$ cat src/rtl/iee_pkg.sv
// ----------------------------------------------------------------------------
// iee_pkg
// shared types and constants of the infix expression evaluator
// ----------------------------------------------------------------------------
`default_nettype none
package iee_pkg;
  localparam int unsigned StackDepthDef = 16;
  localparam int unsigned FracBitsDef   = 16;

  typedef enum logic [1:0] {
    REQ_NUM = 2'd0,
    REQ_OP  = 2'd1,
    REQ_END = 2'd2,
    REQ_NOP = 2'd3
  } req_e;

  typedef enum logic [1:0] {
    OP_ADD = 2'd0,
    OP_SUB = 2'd1,
    OP_MUL = 2'd2,
    OP_DIV = 2'd3
  } op_e;

  typedef enum logic [1:0] {
    ERR_NONE = 2'd0,
    ERR_DIV0 = 2'd1,
    ERR_OVF  = 2'd2,
    ERR_MAL  = 2'd3
  } err_e;

  // arithmetic unit sequencing
  typedef enum logic [1:0] {A_IDLE, A_MUL, A_DIV, A_FIN} alu_st_e;

  // stack sequencer states
  typedef enum logic [2:0] {
    B_IDLE, B_RD, B_POPB, B_POPA, B_EXEC, B_WAIT, B_OUT
  } bk_st_e;

  // classified token handed from front to back
  typedef struct packed {
    req_e        kind;
    logic [15:0] num;
    op_e         op;
  } tok_t;

  localparam logic [63:0] SatPos = 64'h7FFF_FFFF_FFFF_FFFF;
  localparam logic [63:0] SatNeg = 64'h8000_0000_0000_0000;

  // 128-bit magnitude to signed saturated 64-bit value
  function automatic logic [63:0] sat_sign(input logic [127:0] m, input logic neg);
    logic [63:0] r;
    if (neg) begin
      if (m[127:64] != 64'd0 || m[63:0] > SatNeg) r = SatNeg;
      else r = 64'd0 - m[63:0];
    end else begin
      if (m[127:64] != 64'd0 || m[63:0] > SatPos) r = SatPos;
      else r = m[63:0];
    end
    return r;
  endfunction
endpackage
`default_nettype wire

$ cat src/rtl/iee_front.sv
// ----------------------------------------------------------------------------
// iee_front
// token intake: drops unused kinds, two-entry queue towards the back end
// ----------------------------------------------------------------------------
`default_nettype none
module iee_front (
  input  wire logic         clk_i,
  input  wire logic         rst_ni,
  input  wire logic         push_i,
  output logic              full_o,
  input  wire logic [1:0]   req_type_i,
  input  wire logic [15:0]  number_value_i,
  input  wire logic [1:0]   op_code_i,
  output logic              tok_valid_o,
  output iee_pkg::tok_t     tok_o,
  input  wire logic         tok_take_i
);
  iee_pkg::tok_t mem_q [2];
  logic          wp_q, rp_q;
  logic [1:0]    cnt_q;
  logic          wr, rd;

  assign full_o      = (cnt_q == 2'd2);
  assign tok_valid_o = (cnt_q != 2'd0);
  assign tok_o       = mem_q[rp_q];
  // unused token kind never enters the queue
  assign wr = push_i && !full_o && (req_type_i != iee_pkg::REQ_NOP);
  assign rd = tok_take_i && tok_valid_o;

  // queue storage
  always_ff @(posedge clk_i) begin
    if (wr) mem_q[wp_q] <= '{kind: iee_pkg::req_e'(req_type_i), num: number_value_i,
                             op: iee_pkg::op_e'(op_code_i)};
  end

  // pointers
  always_ff @(posedge clk_i or negedge rst_ni) begin
    if (!rst_ni) begin
      wp_q <= 1'b0; rp_q <= 1'b0; cnt_q <= 2'd0;
    end else begin
      if (wr) wp_q <= ~wp_q;
      if (rd) rp_q <= ~rp_q;
      cnt_q <= cnt_q + {1'b0, wr} - {1'b0, rd};
    end
  end
endmodule
`default_nettype wire

$ cat config.mk
export PLATFORM = sky130hd
export DESIGN_NAME = iee_front
export DESIGN_NICKNAME = d
export VERILOG_FILES = /design/src/rtl/iee_pkg.sv /design/src/rtl/iee_front.sv
export SDC_FILE = /design/constraint.sdc
export NUM_CORES = 1
export LEC_CHECK = 0
export BUFFER_PORTS_ARGS = -buffer_cell sky130_fd_sc_hd__buf_2
export CAP_MARGIN = 20
export CORE_UTILIZATION = 44
export CTS_BUF_LIST = sky130_fd_sc_hd__clkbuf_4 sky130_fd_sc_hd__clkbuf_8 sky130_fd_sc_hd__clkbuf_16
export DETAILED_ROUTE_END_ITERATION = 10
export GPL_TIMING_DRIVEN = 0
export PLACE_DENSITY = 0.69
export RECOVER_POWER = 100
export SKIP_CTS_REPAIR_TIMING = 1
export SLEW_MARGIN = 30
export SYNTH_ARGS = -nofsm -noshare
export SYNTH_HDL_FRONTEND = slang
export SYNTH_SLANG_ARGS = --single-unit
$ cat constraint.sdc
create_clock -name clk_i -period 6.7 [get_ports clk_i]
set_clock_uncertainty 0.2 [all_clocks]
set_input_delay 1.005 -clock clk_i [delete_from_list [all_inputs] [get_ports clk_i]]
set_output_delay 1.005 -clock clk_i [all_outputs]
set_load 0.02 [all_outputs]
==> results.cfg, run 1 <==
[clock_tree]
clockBufferDepth = 2
cts_inserted_buffers = 5
cts.sinks = 44
htreeDepth = 2
clock_latency_ns = 0.28
clk_pin_slew_ns = 0.07
ctsRootBufferMaster = clkbuf_8
cts_tree = done

[outcome]
status = finished, violations left
violations = capacitance limit, slew limit

[global_route]
grt.total_usage_pct = 13.8
grt_start_max_net_pins = 21
grt-ovfl-total = 0
antenna_found_initial = 0
grt_pass1_wl_mm = 3.97
met2_usage_pct = 23.4
met1_usage_pct = 14.0
busiest_layer = met2
grt_pass1_vias = 923
met3_usage_pct = 5.98

[synth]
synth.distinct_cells = 14
ys_warn_count = 0
ys_seq_elements = 44
synth-seq-area-share_pct = 78.1
syn_area_per_cell_um2 = 20.6
syn_inst = 81
synthesis.area_um2 = 1670
synth_fp_nets = 107

[worst_hold_path]
hold_end = wp_q
min_from = wp_q
hold_class = reg -> reg
min_path_cells = 1

[sta]
fin_setup_tns_ns = 0
setup_viol = 0
slew_headroom_pct = -12.0
slew_viol_final = 42
hold_viol_final = 0
worstMarginPinSlew_ns = 1.67
maxClockFrequency_ghz = 0.340
period_needed_ns = 2.94
min_period_over_period_pct = 43.9
rsz0062_at_grt = no

[place]
place.gp.congestion = 0.707
post_dp_cell_area_um2 = 1960
hpwl_mm = 1.67
portBuffers = 45
dp_cells = 172

[setup_path]
setup.worst_path.start_class = input pin
end_kind = register
rr_startpoint = cnt_q[1]
rr_endpoint = mem_q[1][14]
crit_type = in -> reg
cp_max_fo = 20
crit_required_ns = 6.39
r2r_slack_ns = 4.00
arrival_ns = 2.63
path_cells = clkbuf_1 > nand2_1 > nand3b_1 > nor2_1
slowest_delay_ns = 1.28
crit_slowest_cell = nor2_1
ff2ff_path_depth = 3

[layout]
post-route-util_pct = 56.7
fin_cells = 179
n_fill_cell = 326
area_growth_pct = 18.0
final_area_um2 = 1970
drive_gt1_share_pct = 33.1
nNetsFinal = 159
diodes = 0

[routing]
wire_per_inst_um = 13.6
drc = 0
drt_wl_total_mm = 2.44
drtAntennaViolNets = 0
drt_iter0_drc = 10
vias = 849
first_pass_iters = 3
via_per_inst = 4.74

[floorplan]
start_util_pct = 48.1
io_pins = 46
die_x_um = 63.5
core_um2 = 3470
rows = 21
die-area_um2 = 4040
fp.dieH_um = 63.5

[power_and_ir_drop]
p_per_area_nw_per_um2 = 411
leakage_uw = 0.000691
ir_drop_uv = 215

[flow_run]
cap_violations = 2
-- placed cells by master (no fill, tap or decap) --
master     n
edfxtp_1  40
clkbuf_1  29
mux2_2    20
buf_2     18
clkbuf_8   5
dfrtp_1    4
xnor2_1    3
inv_1      2
nor2_1     2
ha_1       2
clkinv_1   2
nor2b_1    1
or2_4      1
and2_0     1
nand2_1    1
nand3b_1   1
xor2_1     1
-- power by group --
group          switching, uW  internal (uW)  total [uW]
clock                   76.3           68.7         145
sequential              19.3            366         385
combinational            170            107         277
-- worst max-delay path: cells and delay by family --
| kind | cells | cell delay [ns] |
|---|---|---|
| simple gates | 3 | 1.51 |
| buf+inv | 1 | 0.10 |
-- layout make-up --
cell class              count  area [um2]  share of cell area (%)
plain buffers               2        7.51                   0.382
well taps                  46        57.6                    2.93
clock inverters             2        7.51                   0.382
flip-flops and latches     44        1300                    66.2
multi-input cells          33         325                    16.5
inverters                   2        7.51                   0.382
repair buffers             45         191                    9.73
clock buffers               5        68.8                    3.50
-- cell families after synthesis --
family                   Yosys count  synth area share, %
adder cells (fa/ha/maj)            2                 1.50
AND/OR/NAND/NOR                    7                 3.45
multiplexers                      20                 13.5
XOR/XNOR                           4                 2.10
buffers and inverters              4                 1.35
flip-flops                        44                 78.1
-- flip-flops by register name (all words and copies together) (netlist names) --
register	cells
cnt_q	2
mem_q	40
wp_q	1
rp_q	1
-- per-layer routing --
metal	wire length, um	vias up
met1	950	403
met4	55	0
li1	-	407
met2	1250	34
met5	0	-
met3	186	5
-- metrics by stage --
stage                     hold slack (ns)  power [uW]  setup WS [ns]
after global routing                0.318         855           3.54
after global placement              0.276         690           3.48
final                               0.310         808           3.76
after floorplan                     0.260         609           4.04
after detailed placement            0.314         704           4.24
after CTS                           0.298         851           4.09
-- synthesized netlist by cell type --
| cell | n | area, um2 |
|---|---|---|
| ha_1 | 2 | 25.0 |
| buf_4 | 2 | 15.0 |
| nor2b_2 | 1 | 8.76 |
| nand3b_4 | 1 | 20.0 |
| and2_4 | 1 | 8.76 |
| nor2_1 | 2 | 7.51 |
| xnor2_1 | 3 | 26.3 |
| dfrtp_1 | 4 | 100 |
| edfxtp_1 | 40 | 1200 |
| inv_1 | 2 | 7.51 |
| or2_4 | 1 | 8.76 |
| nand2_1 | 1 | 3.75 |
| xor2_1 | 1 | 8.76 |
| mux2_2 | 20 | 225 |
-- how the worst max path moves through the flow --
stage / start / to / slack, ns / cells after the start
3_5_place_dp: req_type_i[1] / cnt_q[1] / 4.24 / 8
4_1_cts: rp_q / tok_o[18] / 4.09 / 3
3_3_place_gp: req_type_i[0] / mem_q[1][8] / 3.48 / 4
6_report: req_type_i[1] / mem_q[1][14] / 3.76 / 4
2_1_floorplan: req_type_i[0] / mem_q[1][0] / 4.04 / 3
5_1_grt: req_type_i[0] / mem_q[1][6] / 3.54 / 4
Power figures use the tool's default switching activity.
==> run 2, diff against run 1 <==
- PLACE_DENSITY: 0.69 -> 0.72
- clock period: 6.7 -> 2.4 ns (I/O delays scaled with it)
==> run 2 against run 1 <==
  * The flow now finishes without violations
  * Utilization increased by 1.3 points
  * Count of clock-buffer cells in the layout did not move
  * Sequential power rose to 2.8 times the previous value
==> results.cfg, run 2 (synthesis results as in run 1) <==
[clock_tree]
cts.sinks = 44
clock_latency_ns = 0.30
clockBufferDepth = 2
cts_inserted_buffers = 5
htreeDepth = 2
ctsRootBufferMaster = clkbuf_8
cts_tree = done
clk_pin_slew_ns = 0.08

[setup_path]
arrival_ns = 1.51
crit_family = buffers and inverters
crit_required_ns = 1.84
slowest_delay_ns = 0.38
end_kind = output port
setup.worst_path.start_class = register
crit_slowest_cell = dfrtp_1
worst-path-buf-inv = 2
cp_max_fo = 10
path_cells = clkbuf_2 > mux2_2 > clkbuf_1
crit_type = reg -> out

[layout]
reg.largest.list = mem_q (40), cnt_q (2)
top_register = mem_q
drive_gt1_share_pct = 37.2
fin_cells = 183
layout_commonest_cell = edfxtp_1
largest_reg_flops = 40
post-route-util_pct = 58.0
diodes = 0
mostFrequentLayoutCells = edfxtp_1, clkbuf_1, mux2_2
nNetsFinal = 162
area_growth_pct = 20.7

[power_and_ir_drop]
p_sw_uw = 772
clkPwrFrac_pct = 18.7
comb_power_share_pct = 34.9
p_sw_share_pct = 33.6
p_int_uw = 1530
ir_drop_uv = 502
seq_power_share_pct = 46.4
p_per_area_nw_per_um2 = 1140
leakage_uw = 0.000717

[outcome]
status = finished clean

[sta]
setup_viol = 0
slew_viol_final = 0
worst_hold_slack_ns = 0.0447
hold_viol_final = 0
rsz0062_at_grt = no
slew_headroom_pct = 62.4
maxClockFrequency_ghz = 0.483
period_needed_ns = 2.07
worstMarginPinSlew_ns = 0.563
min_period_over_period_pct = 86.3

[global_route]
grt_pass1_wl_mm = 4.03
grt_start_max_net_pins = 14
grt.total_usage_pct = 14.2
grt_pass1_vias = 866
antenna_found_initial = 0
grt-ovfl-total = 0

[floorplan]
die-area_um2 = 4040
die_x_um = 63.5
start_util_pct = 48.1
rows = 21
fp.dieH_um = 63.5
core_um2 = 3470
io_pins = 46

[routing]
vias = 860
routed.top_layer = met4
wire_per_inst_um = 13.4
drt_iter0_drc = 14
drc = 0
first_pass_iters = 2
drt-met1-wl_mm = 1.06
drtAntennaViolNets = 0
via_per_inst = 4.70
wl_met2_mm = 1.13
drt_wl_total_mm = 2.45
wl_met3_um = 199

[worst_hold_path]
hold_class = in -> reg

[flow_run]
cap_violations = 0

[place]
place.gp.congestion = 0.613
dp_cells = 174
hpwl_mm = 1.72
portBuffers = 45
## run 2: through the flow
step,setup TNS (ns),cell area [um2],setup WS [ns],total power (uW)
floorplan,0,1670,0.173,1700
global placement,-7.27,1950,-0.183,1920
detailed placement,0,1980,0.438,1970
CTS,0,2060,0.424,2390
global route,0,2010,0.216,2430
finish,0,2010,0.328,2300
## run 2: layer usage
layer  GRT usage (%)  vias up
li1                -      413
met2            21.7       37
met5               0        -
met3            6.52        9
met1            16.1      401
met4            8.52        0
## run 2: power groups by stage
stage / clock [uW] / sequential, uW / combinational, uW
final: 432 / 1070 / 803
after global routing: 473 / 1080 / 877
after CTS: 440 / 1070 / 885
after detailed placement: 0 / 1090 / 880
after global placement: 0 / 1080 / 841
after floorplan: 0 / 1070 / 627
## run 2: cell type report
type,count,area [um2]
multi-input combinational,33,330
tap,46,57.6
clock buffer,5,68.8
timing repair buffer,48,223
inverter,2,7.51
fill,292,1460
sequential,44,1300
buffer,2,10.0
clock inverter,3,13.8
## run 2: final timing paths
path / start / end / slack (ns) / cells after the start
min: number_value_i[11] / mem_q[1][13] / 0.04 / 1
max reg2reg: cnt_q[1] / mem_q[0][2] / 0.35 / 4
min reg2reg: cnt_q[1] / cnt_q[1] / 0.30 / 1
max: rp_q / tok_o[16] / 0.33 / 3
max in group asynchronous: rst_ni / wp_q / 1.58 / 2
min in group asynchronous: rst_ni / cnt_q[1] / 0.22 / 2
==> run 3, diff against run 2 <==
- CORE_UTILIZATION: 44 -> 46
- PLACE_DENSITY: 0.72 -> 0.74
==> run 3 against run 2 <==
  * Fmax down 2.5%
  * Flip-flop and latch count unchanged
  * Via count up 8.1%
  * Critical path type unchanged
  * Largest power group unchanged
  * Highest routed layer unchanged
==> results.cfg, run 3 (synthesis results as in run 1) <==
[outcome]
status = finished clean

[routing]
drc = 0
vias = 930
drt_iter0_drc = 18
wire_per_inst_um = 13.0
first_pass_iters = 4
drt-met1-wl_mm = 1.06
wl_met3_um = 133
via_per_inst = 4.60
routed.top_layer = met4
drtAntennaViolNets = 0
drt_wl_total_mm = 2.62
wl_met2_mm = 1.37

[setup_path]
critPathLaunch = rp_q
crit_slowest_cell = dfrtp_1
path_cells = clkbuf_2 > mux2_2 > clkbuf_1
end_kind = output port
arrival_ns = 1.57
ff2ff_path_depth = 4
crit_required_ns = 1.84
r2r_slack_ns = 0.43
cp_max_fo = 10
crit_type = reg -> out
rr_startpoint = cnt_q[1]
slowest_delay_ns = 0.39
setup.worst_path.start_class = register
rr_endpoint = mem_q[0][6]

[power_and_ir_drop]
p_sw_share_pct = 34.0
comb_power_share_pct = 37.3
p_sw_uw = 765
seq_power_share_pct = 47.4
ir_drop_uv = 614
leakage_uw = 0.000776
p_per_area_nw_per_um2 = 1030
p_int_uw = 1490
clkPwrFrac_pct = 15.3

[sta]
hold_viol_final = 0
setup_ws_ns = 0.274
slew_viol_final = 0
maxClockFrequency_ghz = 0.470
period_needed_ns = 2.13
worstMarginPinSlew_ns = 0.591
setup_viol = 0
slew_headroom_pct = 60.6
worst_hold_slack_ns = 0.0546
rsz0062_at_grt = no
min_period_over_period_pct = 88.6

[layout]
n_fill_cell = 279
top_register = mem_q
diodes = 0
largest_reg_flops = 40
mostFrequentLayoutCells = edfxtp_1, clkbuf_1, mux2_2, dlygate4sd3_1, buf_2
layout_commonest_cell = edfxtp_1
nNetsFinal = 181
fin_cells = 202
area_growth_pct = 31.0
post-route-util_pct = 63.9
reg.largest.list = mem_q (40), cnt_q (2)
drive_gt1_share_pct = 30.8

[place]
place.gp.congestion = 0.703
dp_slack_ns = 0.414
dp_cells = 174
hpwl_mm = 1.69
portBuffers = 45

[clock_tree]
htreeDepth = 2
clock_latency_ns = 0.35
clockBufferDepth = 2
cts.sinks = 44
cts_tree = done
cts_inserted_buffers = 5
ctsRootBufferMaster = clkbuf_4
clk_pin_slew_ns = 0.11

[floorplan]
fp.dieH_um = 62.2
core_um2 = 3420
io_pins = 46
die_x_um = 62.2
die-area_um2 = 3870
rows = 21
start_util_pct = 48.8

[flow_run]
cap_violations = 0

[global_route]
grt_start_max_net_pins = 14
antenna_found_initial = 0
grt_pass1_vias = 889
grt_pass1_wl_mm = 3.89
grt-ovfl-total = 0
grt.total_usage_pct = 13.9

[worst_hold_path]
min_from = req_type_i[0]
hold_class = in -> reg
hold_end = mem_q[1][18]
min_path_cells = 1
## run 3: changes by cell type in the layout (fill, tap and decap cells not counted)
| cell | previous run | this run |
|---|---|---|
| clkinv_2 | 2 | 0 |
| clkinvlp_4 | 0 | 1 |
| clkbuf_4 | 0 | 6 |
| nand3b_1 | 1 | 0 |
| nand3b_4 | 0 | 1 |
| nor2b_1 | 1 | 0 |
| or2_0 | 1 | 0 |
| dlygate4sd3_1 | 1 | 20 |
| buf_2 | 17 | 11 |
| or2_2 | 0 | 1 |
| nor2b_2 | 0 | 1 |
| clkbuf_8 | 5 | 0 |
| clkbuf_1 | 28 | 34 |
## run 3: worst max path at each step
stage	endpoint	slack [ns]	cells past startpoint
after global placement	mem_q[1][0]	-0.20	3
after detailed placement	mem_q[0][6]	0.41	4
after floorplan	mem_q[1][0]	0.17	3
after global routing	tok_o[1]	0.18	3
after CTS	tok_o[13]	0.34	3
final	tok_o[13]	0.27	3
## run 3: metrics by stage
| step | area, um2 | TNS [ns] | total power (uW) |
|---|---|---|---|
| 6_report | 2180 | 0 | 2250 |
| 4_1_cts | 2030 | 0 | 2310 |
| 5_1_grt | 2180 | 0 | 2370 |
| 3_5_place_dp | 1980 | 0 | 1970 |
| 2_1_floorplan | 1670 | 0 | 1700 |
| 3_3_place_gp | 1950 | -7.85 | 1930 |
## run 3: layer usage
layer	vias up	GRT usage [%]
li1	455	-
met1	430	14.8
met2	37	24.0
met3	8	5.70
met4	0	6.10
met5	-	0
## run 3: power by group through the flow
stage	Combinational, uW	Sequential (uW)	Clock, uW
CTS	884	1070	355
finish	839	1070	344
floorplan	627	1070	0
global placement	843	1080	0
global route	909	1090	375
detailed placement	880	1090	0
## run 3: final cells by class
class                           count  area, um2  share of cell area (%)
Timing Repair Buffer               67        405                    18.6
Sequential cell                    44       1300                    59.6
Inverter                            2       7.51                   0.344
Clock buffer                        6       45.0                    2.06
Clock inverter                      2       11.3                   0.516
Tap cell                           46       57.6                    2.64
Buffer                              2       10.0                   0.458
Multi-Input combinational cell     33        345                    15.8
## run 3: critical path, delay by kind of cell (launching register included)
family,cells,cell delay [ns]
buf+inv,2,0.45
flops,1,0.39
mux,1,0.38
